===== config.mk =====
export PLATFORM = sky130hd
export DESIGN_NAME = crsf_rc_frame_receiver
export DESIGN_NICKNAME = d
export VERILOG_FILES = /design/src/design/crsf_pkg.sv /design/src/design/crsf_ram.sv /design/src/design/crsf_ctrl.sv /design/src/design/crsf_dp.sv /design/src/design/crsf_rc_frame_receiver.sv
export SDC_FILE = /design/constraint.sdc
export NUM_CORES = 1
export LEC_CHECK = 0
export BUFFER_PORTS_ARGS = -buffer_cell sky130_fd_sc_hd__clkbuf_2
export CAP_MARGIN = 20
export CORE_MARGIN = 2
export CORE_UTILIZATION = 47
export CTS_CLUSTER_DIAMETER = 150
export CTS_CLUSTER_SIZE = 14
export DETAILED_ROUTE_END_ITERATION = 10
export PLACE_DENSITY = 0.66
export RECOVER_POWER = 50
export SLEW_MARGIN = 20
export SYNTH_ARGS = -nofsm -noshare
export SYNTH_HDL_FRONTEND = slang
export SYNTH_SLANG_ARGS = --single-unit

===== constraint.sdc =====
create_clock -name aclk -period 8 [get_ports aclk]
set_clock_uncertainty 0.05 [all_clocks]
set_input_delay 1.6 -clock aclk [delete_from_list [all_inputs] [get_ports aclk]]
set_output_delay 1.6 -clock aclk [all_outputs]
set_load 0.005 [all_outputs]

===== src/design/crsf_pkg.sv =====
package crsf_pkg;

    localparam int FLEN_W = 9;
    localparam int IDX_W = 6;
    localparam int CNT_W = 5;
    localparam int BITS_W = 4;
    localparam int HAVE_W = 5;
    localparam int USED_W = 12;
    localparam int ACC_W = 21;

    localparam int NUM_CHANNELS = 16;
    localparam int RESULT_CAP = 16;

    localparam logic [FLEN_W-1:0] HDR_FRAME_LEN = 9'd5;
    localparam logic [FLEN_W-1:0] LEN_POS = 9'd3;
    localparam logic [FLEN_W-1:0] LEN_EXTRA = 9'd2;
    localparam logic [FLEN_W-1:0] FULL_FIRST_BYTE = 9'd3;
    localparam logic [FLEN_W-1:0] SUBSET_FIRST_BYTE = 9'd4;
    localparam logic [BITS_W-1:0] FULL_BITS = 4'd11;
    localparam logic [BITS_W-1:0] SUBSET_BASE_BITS = 4'd10;
    localparam logic [USED_W-1:0] FULL_TOTAL_BITS = 12'd176;
    localparam logic [7:0] CRC_POLY = 8'hD5;

    localparam logic [15:0] GAP_RESET = 16'd1750;
    localparam logic [7:0] ADDR_RESET = 8'd200;
    localparam logic [7:0] FULL_TYPE_RESET = 8'd22;
    localparam logic [7:0] SUBSET_TYPE_RESET = 8'd23;

    localparam logic [1:0] REG_FRAME_GAP = 2'd0;
    localparam logic [1:0] REG_OWN_ADDR = 2'd1;
    localparam logic [1:0] REG_FULL_TYPE = 2'd2;
    localparam logic [1:0] REG_SUBSET_TYPE = 2'd3;

    typedef struct packed {
        logic take;
        logic init;
        logic load;
        logic advance;
    } crsf_cmd_t;

    typedef struct packed {
        logic frame_good;
        logic emit_ok;
        logic need_byte;
    } crsf_sts_t;

    function automatic logic [7:0] crc8_step(input logic [7:0] crc, input logic [7:0] b);
        logic [7:0] c;
        c = crc ^ b;
        for (int k = 0; k < 8; k++) begin
            c = c[7] ? ((c << 1) ^ CRC_POLY) : (c << 1);
        end
        return c;
    endfunction

endpackage


===== src/design/crsf_ram.sv =====
module crsf_ram #(
    parameter int WIDTH = 8,
    parameter int DEPTH = 64
) (
    input  logic                     aclk,
    input  logic                     we,
    input  logic [$clog2(DEPTH)-1:0] waddr,
    input  logic [WIDTH-1:0]         wdata,
    input  logic [$clog2(DEPTH)-1:0] raddr,
    output logic [WIDTH-1:0]         rdata
);

    logic [WIDTH-1:0] mem [DEPTH];
    logic [WIDTH-1:0] rdata_reg;

    always_ff @(posedge aclk) begin
        if (we) begin
            mem[waddr] <= wdata;
        end
        rdata_reg <= mem[raddr];
    end

    assign rdata = rdata_reg;

endmodule


===== src/design/crsf_ctrl.sv =====
module crsf_ctrl
    import crsf_pkg::*;
(
    input  logic       aclk,
    input  logic       aresetn,
    input  logic       s_tvalid,
    output logic       s_tready,
    output logic       m_tvalid,
    input  logic       m_tready,
    input  crsf_sts_t  sts,
    output crsf_cmd_t  cmd
);

    typedef enum logic [2:0] {
        ST_IDLE,
        ST_INIT,
        ST_CHECK,
        ST_READ,
        ST_LOAD,
        ST_EMIT
    } state_t;

    state_t state_reg, state_next;
    logic   s_tready_reg;
    logic   m_tvalid_reg;

    always_comb begin
        state_next = state_reg;
        cmd = '0;
        unique case (state_reg)
            ST_IDLE: begin
                if (s_tvalid && s_tready_reg) begin
                    cmd.take = 1'b1;
                    if (sts.frame_good) begin
                        state_next = ST_INIT;
                    end
                end
            end
            ST_INIT: begin
                cmd.init = 1'b1;
                state_next = ST_CHECK;
            end
            ST_CHECK: begin
                if (!sts.emit_ok) begin
                    state_next = ST_IDLE;
                end else if (sts.need_byte) begin
                    state_next = ST_READ;
                end else begin
                    state_next = ST_EMIT;
                end
            end
            // ram read data is registered, so it shows up in the cycle after the read
            ST_READ: state_next = ST_LOAD;
            ST_LOAD: begin
                cmd.load = 1'b1;
                state_next = ST_CHECK;
            end
            ST_EMIT: begin
                if (m_tready) begin
                    cmd.advance = 1'b1;
                    state_next = ST_CHECK;
                end
            end
            default: state_next = ST_IDLE;
        endcase
    end

    always_ff @(posedge aclk) begin
        if (!aresetn) begin
            state_reg <= ST_IDLE;
            s_tready_reg <= 1'b1;
            m_tvalid_reg <= 1'b0;
        end else begin
            state_reg <= state_next;
            s_tready_reg <= (state_next == ST_IDLE);
            m_tvalid_reg <= (state_next == ST_EMIT);
        end
    end

    assign s_tready = s_tready_reg;
    assign m_tvalid = m_tvalid_reg;

endmodule


===== src/design/crsf_dp.sv =====
module crsf_dp
    import crsf_pkg::*;
#(
    parameter int MAX_FRAME_BYTES = 64
) (
    input  logic        aclk,
    input  logic        aresetn,
    input  crsf_cmd_t   cmd,
    output crsf_sts_t   sts,
    input  logic [7:0]  rx_byte,
    input  logic [31:0] time_us,
    input  logic [15:0] frame_gap_us,
    input  logic [7:0]  own_address,
    input  logic [7:0]  full_rc_type,
    input  logic [7:0]  subset_rc_type,
    output logic [3:0]  channel_index,
    output logic [12:0] channel_value,
    output logic [3:0]  channel_bits,
    output logic        last_channel
);

    localparam int AW = $clog2(MAX_FRAME_BYTES);
    localparam int PW = $clog2(MAX_FRAME_BYTES + 1);
    localparam logic [FLEN_W-1:0] MAX_FLEN = FLEN_W'(MAX_FRAME_BYTES);

    // framing
    logic [31:0]       start_time_reg;
    logic [PW-1:0]     pos_reg;
    logic [7:0]        addr_reg, len_reg, type_reg, cfg_reg, crc_reg;
    logic [FLEN_W-1:0] flen_reg;

    // unpacking
    logic [ACC_W-1:0]  acc_reg;
    logic [HAVE_W-1:0] have_reg;
    logic [FLEN_W-1:0] rd_reg;
    logic [BITS_W-1:0] bits_reg;
    logic [IDX_W-1:0]  idx_reg;
    logic [CNT_W-1:0]  cnt_reg;
    logic [USED_W-1:0] used_reg, total_reg;

    logic [31:0]       diff;
    logic              restart;
    logic [PW-1:0]     pos_eff;
    logic [FLEN_W-1:0] pos_x, len_plus, flen_cur;
    logic              ignore, complete, wr_en;
    logic [7:0]        ram_rdata, fetch_byte;
    logic              is_full;
    logic [BITS_W-1:0] init_bits;
    logic [12:0]       mask;

    assign diff = time_us - start_time_reg;
    assign restart = !diff[31] && (diff > {16'd0, frame_gap_us});
    assign pos_eff = restart ? '0 : pos_reg;
    assign pos_x = FLEN_W'(pos_eff);
    assign len_plus = {1'b0, len_reg} + LEN_EXTRA;
    assign flen_cur = (pos_x < LEN_POS) ? HDR_FRAME_LEN :
                      ((len_plus > MAX_FLEN) ? MAX_FLEN : len_plus);
    assign ignore = (pos_x >= flen_cur) || (pos_x >= MAX_FLEN);
    assign complete = !ignore && ((pos_x + 9'd1) == flen_cur);
    assign wr_en = cmd.take && !ignore;

    assign sts.frame_good = complete && (crc_reg == rx_byte)
        && ((type_reg == full_rc_type) || (type_reg == subset_rc_type))
        && (addr_reg == own_address);

    crsf_ram #(
        .WIDTH (8),
        .DEPTH (MAX_FRAME_BYTES)
    ) u_buf (
        .aclk  (aclk),
        .we    (wr_en),
        .waddr (pos_eff[AW-1:0]),
        .wdata (rx_byte),
        .raddr (rd_reg[AW-1:0]),
        .rdata (ram_rdata)
    );

    always_ff @(posedge aclk) begin
        if (!aresetn) begin
            start_time_reg <= '0;
            pos_reg <= '0;
        end else if (cmd.take) begin
            if (pos_eff == '0) begin
                start_time_reg <= time_us;
            end
            if (ignore) begin
                pos_reg <= pos_eff;
            end else if (complete) begin
                pos_reg <= '0;
            end else begin
                pos_reg <= PW'(pos_x + 9'd1);
            end
        end
    end

    always_ff @(posedge aclk) begin
        if (wr_en) begin
            if (pos_x == 9'd0) addr_reg <= rx_byte;
            if (pos_x == 9'd1) len_reg <= rx_byte;
            if (pos_x == 9'd2) type_reg <= rx_byte;
            if (pos_x == 9'd3) cfg_reg <= rx_byte;
            // running crc from the type byte on; the last byte is compared before update
            crc_reg <= (pos_x < 9'd2) ? 8'd0 : crc8_step(crc_reg, rx_byte);
            if (complete) flen_reg <= flen_cur;
        end
    end

    assign is_full = (type_reg == full_rc_type);
    assign init_bits = is_full ? FULL_BITS : (SUBSET_BASE_BITS + BITS_W'(cfg_reg[6:5]));
    assign fetch_byte = (rd_reg < flen_reg) ? ram_rdata : 8'd0;

    always_ff @(posedge aclk) begin
        if (cmd.init) begin
            acc_reg <= '0;
            have_reg <= '0;
            rd_reg <= is_full ? FULL_FIRST_BYTE : SUBSET_FIRST_BYTE;
            bits_reg <= init_bits;
            idx_reg <= is_full ? '0 : IDX_W'(cfg_reg[4:0]);
            cnt_reg <= '0;
            used_reg <= USED_W'(init_bits);
            // subset frames shorter than the header carry no channel bits
            if (is_full) begin
                total_reg <= FULL_TOTAL_BITS;
            end else if (flen_reg < HDR_FRAME_LEN) begin
                total_reg <= '0;
            end else begin
                total_reg <= USED_W'(flen_reg - HDR_FRAME_LEN) << 3;
            end
        end else if (cmd.load) begin
            acc_reg <= acc_reg | (ACC_W'(fetch_byte) << have_reg);
            have_reg <= have_reg + HAVE_W'(8);
            rd_reg <= rd_reg + 9'd1;
        end else if (cmd.advance) begin
            acc_reg <= acc_reg >> bits_reg;
            have_reg <= have_reg - HAVE_W'(bits_reg);
            cnt_reg <= cnt_reg + 5'd1;
            idx_reg <= idx_reg + 6'd1;
            used_reg <= used_reg + USED_W'(bits_reg);
        end
    end

    assign sts.need_byte = (have_reg < HAVE_W'(bits_reg));
    assign sts.emit_ok = (used_reg <= total_reg) && (idx_reg < IDX_W'(NUM_CHANNELS))
        && (cnt_reg < CNT_W'(RESULT_CAP));

    assign mask = 13'h1FFF >> (4'd13 - bits_reg);
    assign channel_index = idx_reg[3:0];
    assign channel_value = acc_reg[12:0] & mask;
    assign channel_bits = bits_reg;
    assign last_channel = ((used_reg + USED_W'(bits_reg)) > total_reg)
        || ((7'(idx_reg) + 7'd1) >= 7'(NUM_CHANNELS))
        || ((cnt_reg + 5'd1) == CNT_W'(RESULT_CAP));

endmodule


===== src/design/crsf_rc_frame_receiver.sv =====
// receives serial link bytes and reports the rc channels of good frames
// input stream: one byte per transaction with its microsecond timestamp;
// framing restarts when a byte comes more than frame_gap_us after frame start
// a byte is taken while s_tready is high; the frame length, crc and
// address/type checks run as the bytes arrive, so a frame is judged on its last byte
// a good rc frame then blocks the input while the channels are unpacked: the
// payload is read back from the frame buffer ram one byte at a time in the steps
// read, load and check, and each channel goes out as one transaction with
// tlast on the final one; the input stays held until the unpacking ends,
// including any output stall
// if the receiver holds m_tready low the unpacker waits on that channel
// reset clears the framing position and frame start time and loads the
// register defaults; the frame buffer is not cleared (every byte read back
// was written in the same frame)
// config registers sit on the apb port at 0x0, 0x4, 0x8, 0xc
module crsf_rc_frame_receiver
    import crsf_pkg::*;
#(
    parameter int MAX_FRAME_BYTES = 64
) (
    input  logic        aclk,
    input  logic        aresetn,
    input  logic        s_tvalid,
    output logic        s_tready,
    input  logic [39:0] s_tdata,   // rx_byte[7:0], time_us[39:8]
    output logic        m_tvalid,
    input  logic        m_tready,
    output logic [23:0] m_tdata,   // channel_index[3:0], channel_value[16:4], channel_bits[20:17]
    output logic        m_tlast,
    input  logic        psel,
    input  logic        penable,
    input  logic        pwrite,
    input  logic [3:0]  paddr,
    input  logic [31:0] pwdata,
    output logic [31:0] prdata,
    output logic        pready
);

    logic [15:0] gap_reg;
    logic [7:0]  own_reg, full_reg, subset_reg;
    crsf_cmd_t   cmd;
    crsf_sts_t   sts;
    logic [3:0]  ch_index, ch_bits;
    logic [12:0] ch_value;

    assign pready = 1'b1;

    always_ff @(posedge aclk) begin
        if (!aresetn) begin
            gap_reg <= GAP_RESET;
            own_reg <= ADDR_RESET;
            full_reg <= FULL_TYPE_RESET;
            subset_reg <= SUBSET_TYPE_RESET;
        end else if (psel && penable && pwrite) begin
            unique case (paddr[3:2])
                REG_FRAME_GAP:   gap_reg <= pwdata[15:0];
                REG_OWN_ADDR:    own_reg <= pwdata[7:0];
                REG_FULL_TYPE:   full_reg <= pwdata[7:0];
                REG_SUBSET_TYPE: subset_reg <= pwdata[7:0];
                default: ;
            endcase
        end
    end

    always_comb begin
        unique case (paddr[3:2])
            REG_FRAME_GAP:   prdata = {16'd0, gap_reg};
            REG_OWN_ADDR:    prdata = {24'd0, own_reg};
            REG_FULL_TYPE:   prdata = {24'd0, full_reg};
            REG_SUBSET_TYPE: prdata = {24'd0, subset_reg};
            default:         prdata = '0;
        endcase
    end

    crsf_ctrl u_ctrl (
        .aclk     (aclk),
        .aresetn  (aresetn),
        .s_tvalid (s_tvalid),
        .s_tready (s_tready),
        .m_tvalid (m_tvalid),
        .m_tready (m_tready),
        .sts      (sts),
        .cmd      (cmd)
    );

    crsf_dp #(
        .MAX_FRAME_BYTES (MAX_FRAME_BYTES)
    ) u_dp (
        .aclk           (aclk),
        .aresetn        (aresetn),
        .cmd            (cmd),
        .sts            (sts),
        .rx_byte        (s_tdata[7:0]),
        .time_us        (s_tdata[39:8]),
        .frame_gap_us   (gap_reg),
        .own_address    (own_reg),
        .full_rc_type   (full_reg),
        .subset_rc_type (subset_reg),
        .channel_index  (ch_index),
        .channel_value  (ch_value),
        .channel_bits   (ch_bits),
        .last_channel   (m_tlast)
    );

    assign m_tdata = {3'd0, ch_bits, ch_value, ch_index};

endmodule

# ---- Yosys cells after proc, flatten, opt, wreduce, memory -nomap -nowiden
# Memories as Yosys holds them, arrays and structs flattened. A register that Yosys moved wholly into a read port is not among the register bits.
# Cells that the tools add are included.
dict set report classes {
  add_sub_neg 13
  multipliers 0
  div_mod_pow 0
  order_cmp 14
  eq_ne 19
  shifts 3
  muxes 45
  bitwise 13
  reduce_logical 40
}
# cell n
set op_table {}
lappend op_table {{32-bit one-hot mux with 4 select lines} 1}
lappend op_table {{8-bit two-way mux} 10}
lappend op_table {{21-bit two-way mux} 2}
lappend op_table {{5-bit NOT} 8}
lappend op_table {{9-bit two-way mux} 4}
lappend op_table {{8-bit equality test} 4}
lappend op_table {{32-bit by 16-bit greater-than comparator with 1-bit output} 1}
lappend op_table {{32-bit subtractor} 1}
lappend op_table {{2-bit AND reduction} 12}
lappend op_table {{7-bit two-way mux} 3}
lappend op_table {{21-bit OR} 1}
lappend op_table {{8-bit by 5-bit << shifter with 21-bit output} 1}
lappend op_table {{21-bit by 4-bit >> shifter with 21-bit output} 1}
lappend op_table {{3-bit two-way mux} 6}
lappend op_table {{6-bit two-way mux} 3}
lappend op_table {{4-bit two-way mux} 4}
lappend op_table {{5-bit two-way mux} 3}
lappend op_table {{3-bit one-hot mux with 5 select lines} 1}
lappend op_table {{7-bit by 2-bit equality test with 1-bit output (second input constant)} 2}
lappend op_table {{7-bit by 2-bit less-than comparator with 1-bit output (second input constant)} 2}
lappend op_table {{13-bit bitwise AND} 1}
lappend op_table {{13-bit by 4-bit >> shifter with 13-bit output (first input constant)} 1}
lappend op_table {{12-bit by 4-bit adder with 12-bit output} 1}
lappend op_table {{12-bit greater-than comparator} 1}
lappend op_table {{42 further kinds} 73}
dict set report totals {
  register_bits 206
  latchBits 0
  ramBits 512
  romBits 0
  in_bits 83
  wordCells 174
  n_memories 1
}
# name depth width read_ports rd_ports_with_merged_regs wr line_no
set memory_table {}
lappend memory_table {u_dp.u_buf.mem 64 8 1 1 1 crsf_ram.sv:13} ;# logic [WIDTH-1:0] mem [DEPTH];

# ---- Longest topological paths before layout
dict set report depth {
  ltp_word 17
  depth_mapped 34
}

# ---- Modules after synthesis
# From an unflattened synthesis, not the netlist that was laid out.
dict set report hier_totals {
  cells_unflattened 2549
  hier_area_um2 34322.9
}
# module n_inst cells_each area_each_um2 seq_area_each_um2
set by_module_without_submodules {}
lappend by_module_without_submodules {crsf_ram 1 940 20166.8 15534.9}
lappend by_module_without_submodules {crsf_dp 1 1369 11870.1 3933.8}
lappend by_module_without_submodules {crsf_rc_frame_receiver 1 213 2013.2 800.8}
lappend by_module_without_submodules {crsf_ctrl 1 27 272.8 100.1}

# ---- Worst setup path before layout
# Ideal clock, no wire load.
dict set report synth_path {
  path_type {input to register}
  startpoint {input port s_tdata[8]}
  endpoint {register u_dp.flen_reg[0], enable pin}
  arrival_ps 7921
  required_ps 7562
  slack_ps -358
  stages 30
  path_buffers 3
  path_cell_list {inv_1 ha_1 fa_1 nor2b_1 o2111ai_2 a211oi_2 a311oi_1 xnor2_1 ha_1 nand4_1 nor4_1 a21boi_0 nor4_1 a41o_1 nand4_1 nor4_2 a41oi_1 buf_2 clkbuf_1 nand2b_1 ha_1 nand2b_1 a21o_1 a21oi_1 o21ai_0 nand3_1 nand2_1 or4_1 clkbuf_1 nor4_2}
}
dict set report synth_via {
  elab_chain_len 11
}
# item line_no
set synth_lines {}
lappend synth_lines {{start, declared} crsf_rc_frame_receiver.sv:25} ;# input logic [39:0] s_tdata,
lappend synth_lines {{32-bit subtractor *} crsf_dp.sv:51} ;# assign diff = time_us - start_time_reg;
lappend synth_lines {{32-bit by 16-bit greater-than comparator with 1-bit output or 1-bit zero test (tied branches)} crsf_dp.sv:52} ;# assign restart = !diff[31] && (diff > {16'd0, frame_gap_us});
lappend synth_lines {{1-bit logical AND *} crsf_dp.sv:52}
lappend synth_lines {{7-bit two-way mux *} crsf_dp.sv:53} ;# assign pos_eff = restart ? '0 : pos_reg;
lappend synth_lines {{7-bit by 2-bit less-than comparator with 1-bit output} crsf_dp.sv:56} ;# assign flen_cur = (pos_x < LEN_POS) ? HDR_FRAME_LEN :
lappend synth_lines {{9-bit two-way mux} crsf_dp.sv:56}
lappend synth_lines {{7-bit by 9-bit >= comparator with 1-bit output} crsf_dp.sv:58} ;# assign ignore = (pos_x >= flen_cur) || (pos_x >= MAX_FLEN);
lappend synth_lines {{1-bit logical OR} crsf_dp.sv:58}
lappend synth_lines {{1-bit zero test} {crsf_dp.sv:59, crsf_dp.sv:60}}
lappend synth_lines {{1-bit logical AND (on tied branches)} {crsf_dp.sv:60, crsf_dp.sv:59}}
lappend synth_lines {{2-bit AND reduction (no source line) *} n/a}
lappend synth_lines {{end signal, assigned} crsf_dp.sv:104} ;# if (complete) flen_reg <= flen_cur;
lappend synth_lines {{end, declared} crsf_dp.sv:30} ;# logic [FLEN_W-1:0] flen_reg;
# Mark *: on every way between the ends. The rest lies on a longest branch, timed or not.
# A chain may end at the register's enable or synchronous reset.

# ---- Final worst setup path
dict set report layout_path {
  startpoint {input port s_tdata[8]}
  endpoint {register u_dp.flen_reg[7], enable pin}
}
# Same word-level chain as after synthesis.

==> metrics.csv <==
metric,value,unit
vias,20830,
slew_headroom,-1.433,
worst_slack,0.4996,ns
hold_class,flip-flop to flip-flop,
final-hold-violation-count,0,
cp-endpoint,u_dp.flen_reg[7],
r2r_setup_slack,1.30,ns
placed_cell_area,36260,µm²
drive_above_1_share,0.2051,
tns,0,ns
antenna_left,0,
synth_common_cells,"591 x edfxtp_1, 178 x mux4_2, 177 x nor2_1, 159 x nand2_1, 131 x dfxtp_1",
crit_arrival,7.79,ns
largest_reg_flops,512,
place_ws,-0.3106,ns
status,finished with violations,
utilization,0.5310,
design_area,37830,µm²
rsz0062_at_grt,no,
cts_made_buffers,57,
cts_sinks,722,
ys_warn_count,0,
fp.dieArea,73860,µm²
ir_drop,181.3,µV
fin_cells,3615,
cts_hold_buffers,0,
leakagePower,13.19,nW
synth.yosys.seq_area_share,0.6044,
end_kind,flip-flop,
io_buffer_count,103,
cp_slowest_cell,or4_1,
antenna_found_initial,5,
fillers,5876,
initial_core_util,0.4730,
path_class,input port to flip-flop,
first_iter_violations,1830,
grt_pass1_vias,21170,
synth_top_flop_cell,edfxtp_1,
drc,0,
grt_max_degree,87,
period_needed,7.500,ns
yosys-top-cells-area,"edfxtp_1 53%, mux4_2 12%, dfxtp_1 7.8%, ha_1 3.7%, nor2_1 2.0%",
max_slew.worst_pin.slew,3.650,ns
yosysMostFrequentCell,edfxtp_1,
num-nets-final,2828,
synth-async-reset-ratio,0,
cts_tree,done,
p_per_area,193.6,nW/µm²
cp_max_fo,10,
reg2reg_depth,29,
syn_avg_cell_area,13.91,µm²
crit_top_cell,ha_1,
rows,98,
synth_edf_count,591,
clk_pin_slew,0.07,ns
h-tree-depth,2,
area_growth,12.24,%
worstSetupStartpoint,s_tdata[8],
vias_per_cell,5.761,
grt_overflow,0,
routed_wl,78560,µm
io_pins,143,
rr_endpoint,u_dp.flen_reg[7],
avgRoutedWirePerCell,21.73,µm
final_max_slew_viol_count,799,
fmax,0.1333,GHz
max_stage_delay,0.70,ns
die_w,271.8,µm
synth_top_area_share,0.5266,
synth-seq-cells,722,
post-dp-hpwl,52720,µm
hold_start,u_dp.start_time_reg[14],
core,71240,µm²
grt_usage,0.2140,
clk_latency,0.67,ns
cts_root_buf,clkbuf_16,
firstDrtPassIters,5,
cts.path.max_buffers,3,
crit_path_start_kind,input port,
synth_largest_area_cell,edfxtp_1,
setup_viol,0,
synthesis.area,33700,µm²
r2r_start,u_dp.start_time_reg[0],
cp.required,8.29,ns
die_y,271.8,µm
min_path_cells,2,
placed_cells,3533,
violations,"capacitance limit, slew limit",
cap_violations,12,
synthCells,2423,
grt_first_pass_wirelength,122700,µm
fin_crit_sh,0.9375,
yosysUniqueCellTypes,82,
gp_congestion,0.9155,
==> report_power, final <==
part	leakage, nW	switching, W	internal (W)
Combinational	6.06	0.000384	0.000244
Clock	0.761	0.00127	0.00130
Sequential	6.37	0.0000201	0.00410
Total	13.2	0.00168	0.00565
==> worst min-delay path by stage <==
stage	end
final	u_dp.start_time_reg[14]
after global routing	gap_reg[8]
after CTS	gap_reg[8]
after detailed placement	gap_reg[8]
after global placement	gap_reg[11]
after floorplan	gap_reg[11]
==> worst max-delay path: cells and delay by family <==
| family | cells | cell delay (ns) |
|---|---|---|
| AND/OR/NAND/NOR | 14 | 3.02 |
| adder cells (fa/ha/maj) | 4 | 1.22 |
| AO/OA/AOI/OAI | 7 | 1.06 |
| buffers and inverters | 5 | 0.70 |
| XOR/XNOR | 1 | 0.18 |
==> cell type report <==
type / count / area, µm² / area share
inverter: 110 / 412.9 / 0.01092
clock inverter: 4 / 98.84 / 0.002613
sequential: 722 / 20370 / 0.5385
timing repair buffer: 285 / 1866 / 0.04932
clock buffer: 74 / 1490 / 0.03940
antenna: 3 / 7.507 / 0.0001985
tap: 950 / 1189 / 0.03142
multi-input combinational: 1467 / 12390 / 0.3276
==> cell families after synthesis <==
logic type | share of synthesized area
buf+inv | 0.03163
simple gates | 0.09237
other cells | 0.0002228
fa+ha+maj | 0.03854
mux | 0.1354
flops | 0.6044
compound gates | 0.06962
xor+xnor | 0.02781
==> per-stage QoR <==
step	hold slack, ns	power (W)
after global placement	0.4040	0.004800
after detailed placement	0.4088	0.004812
after global routing	0.4458	0.007588
after floorplan	0.3935	0.004581
final	0.4198	0.007323
after CTS	0.4184	0.007377
==> cells in the final DEF (no fill, tap or decap), drive strengths merged, types with 82 or more instances in the layout <==
cell type / netlist / final
dfxtp: 131 / 131
nor2: 177 / 177
o21ai: 108 / 108
ha: 99 / 99
inv: 106 / 106
nand2: 159 / 159
buf: 56 / 170
clkbuf: 89 / 189
a21oi: 82 / 82
edfxtp: 591 / 591
mux4: 178 / 178
nand3: 83 / 83
==> timing repair <==
action / in CTS / in global routing
setup buffers: 0 / 1
endpoints found under the setup margin: 0 / 112
resized for setup: 0 / 4
==> per-layer routing <==
layer / vias to the layer above / global-route usage / wire length [µm]
met5: - / 0 / 23
met4: 4 / 0.07519 / 2430
met3: 131 / 0.03025 / 4354
met2: 635 / 0.3569 / 38310
met1: 10450 / 0.2884 / 33450
li1: 9611 / - / -
(Power assumes the default switching activity.)
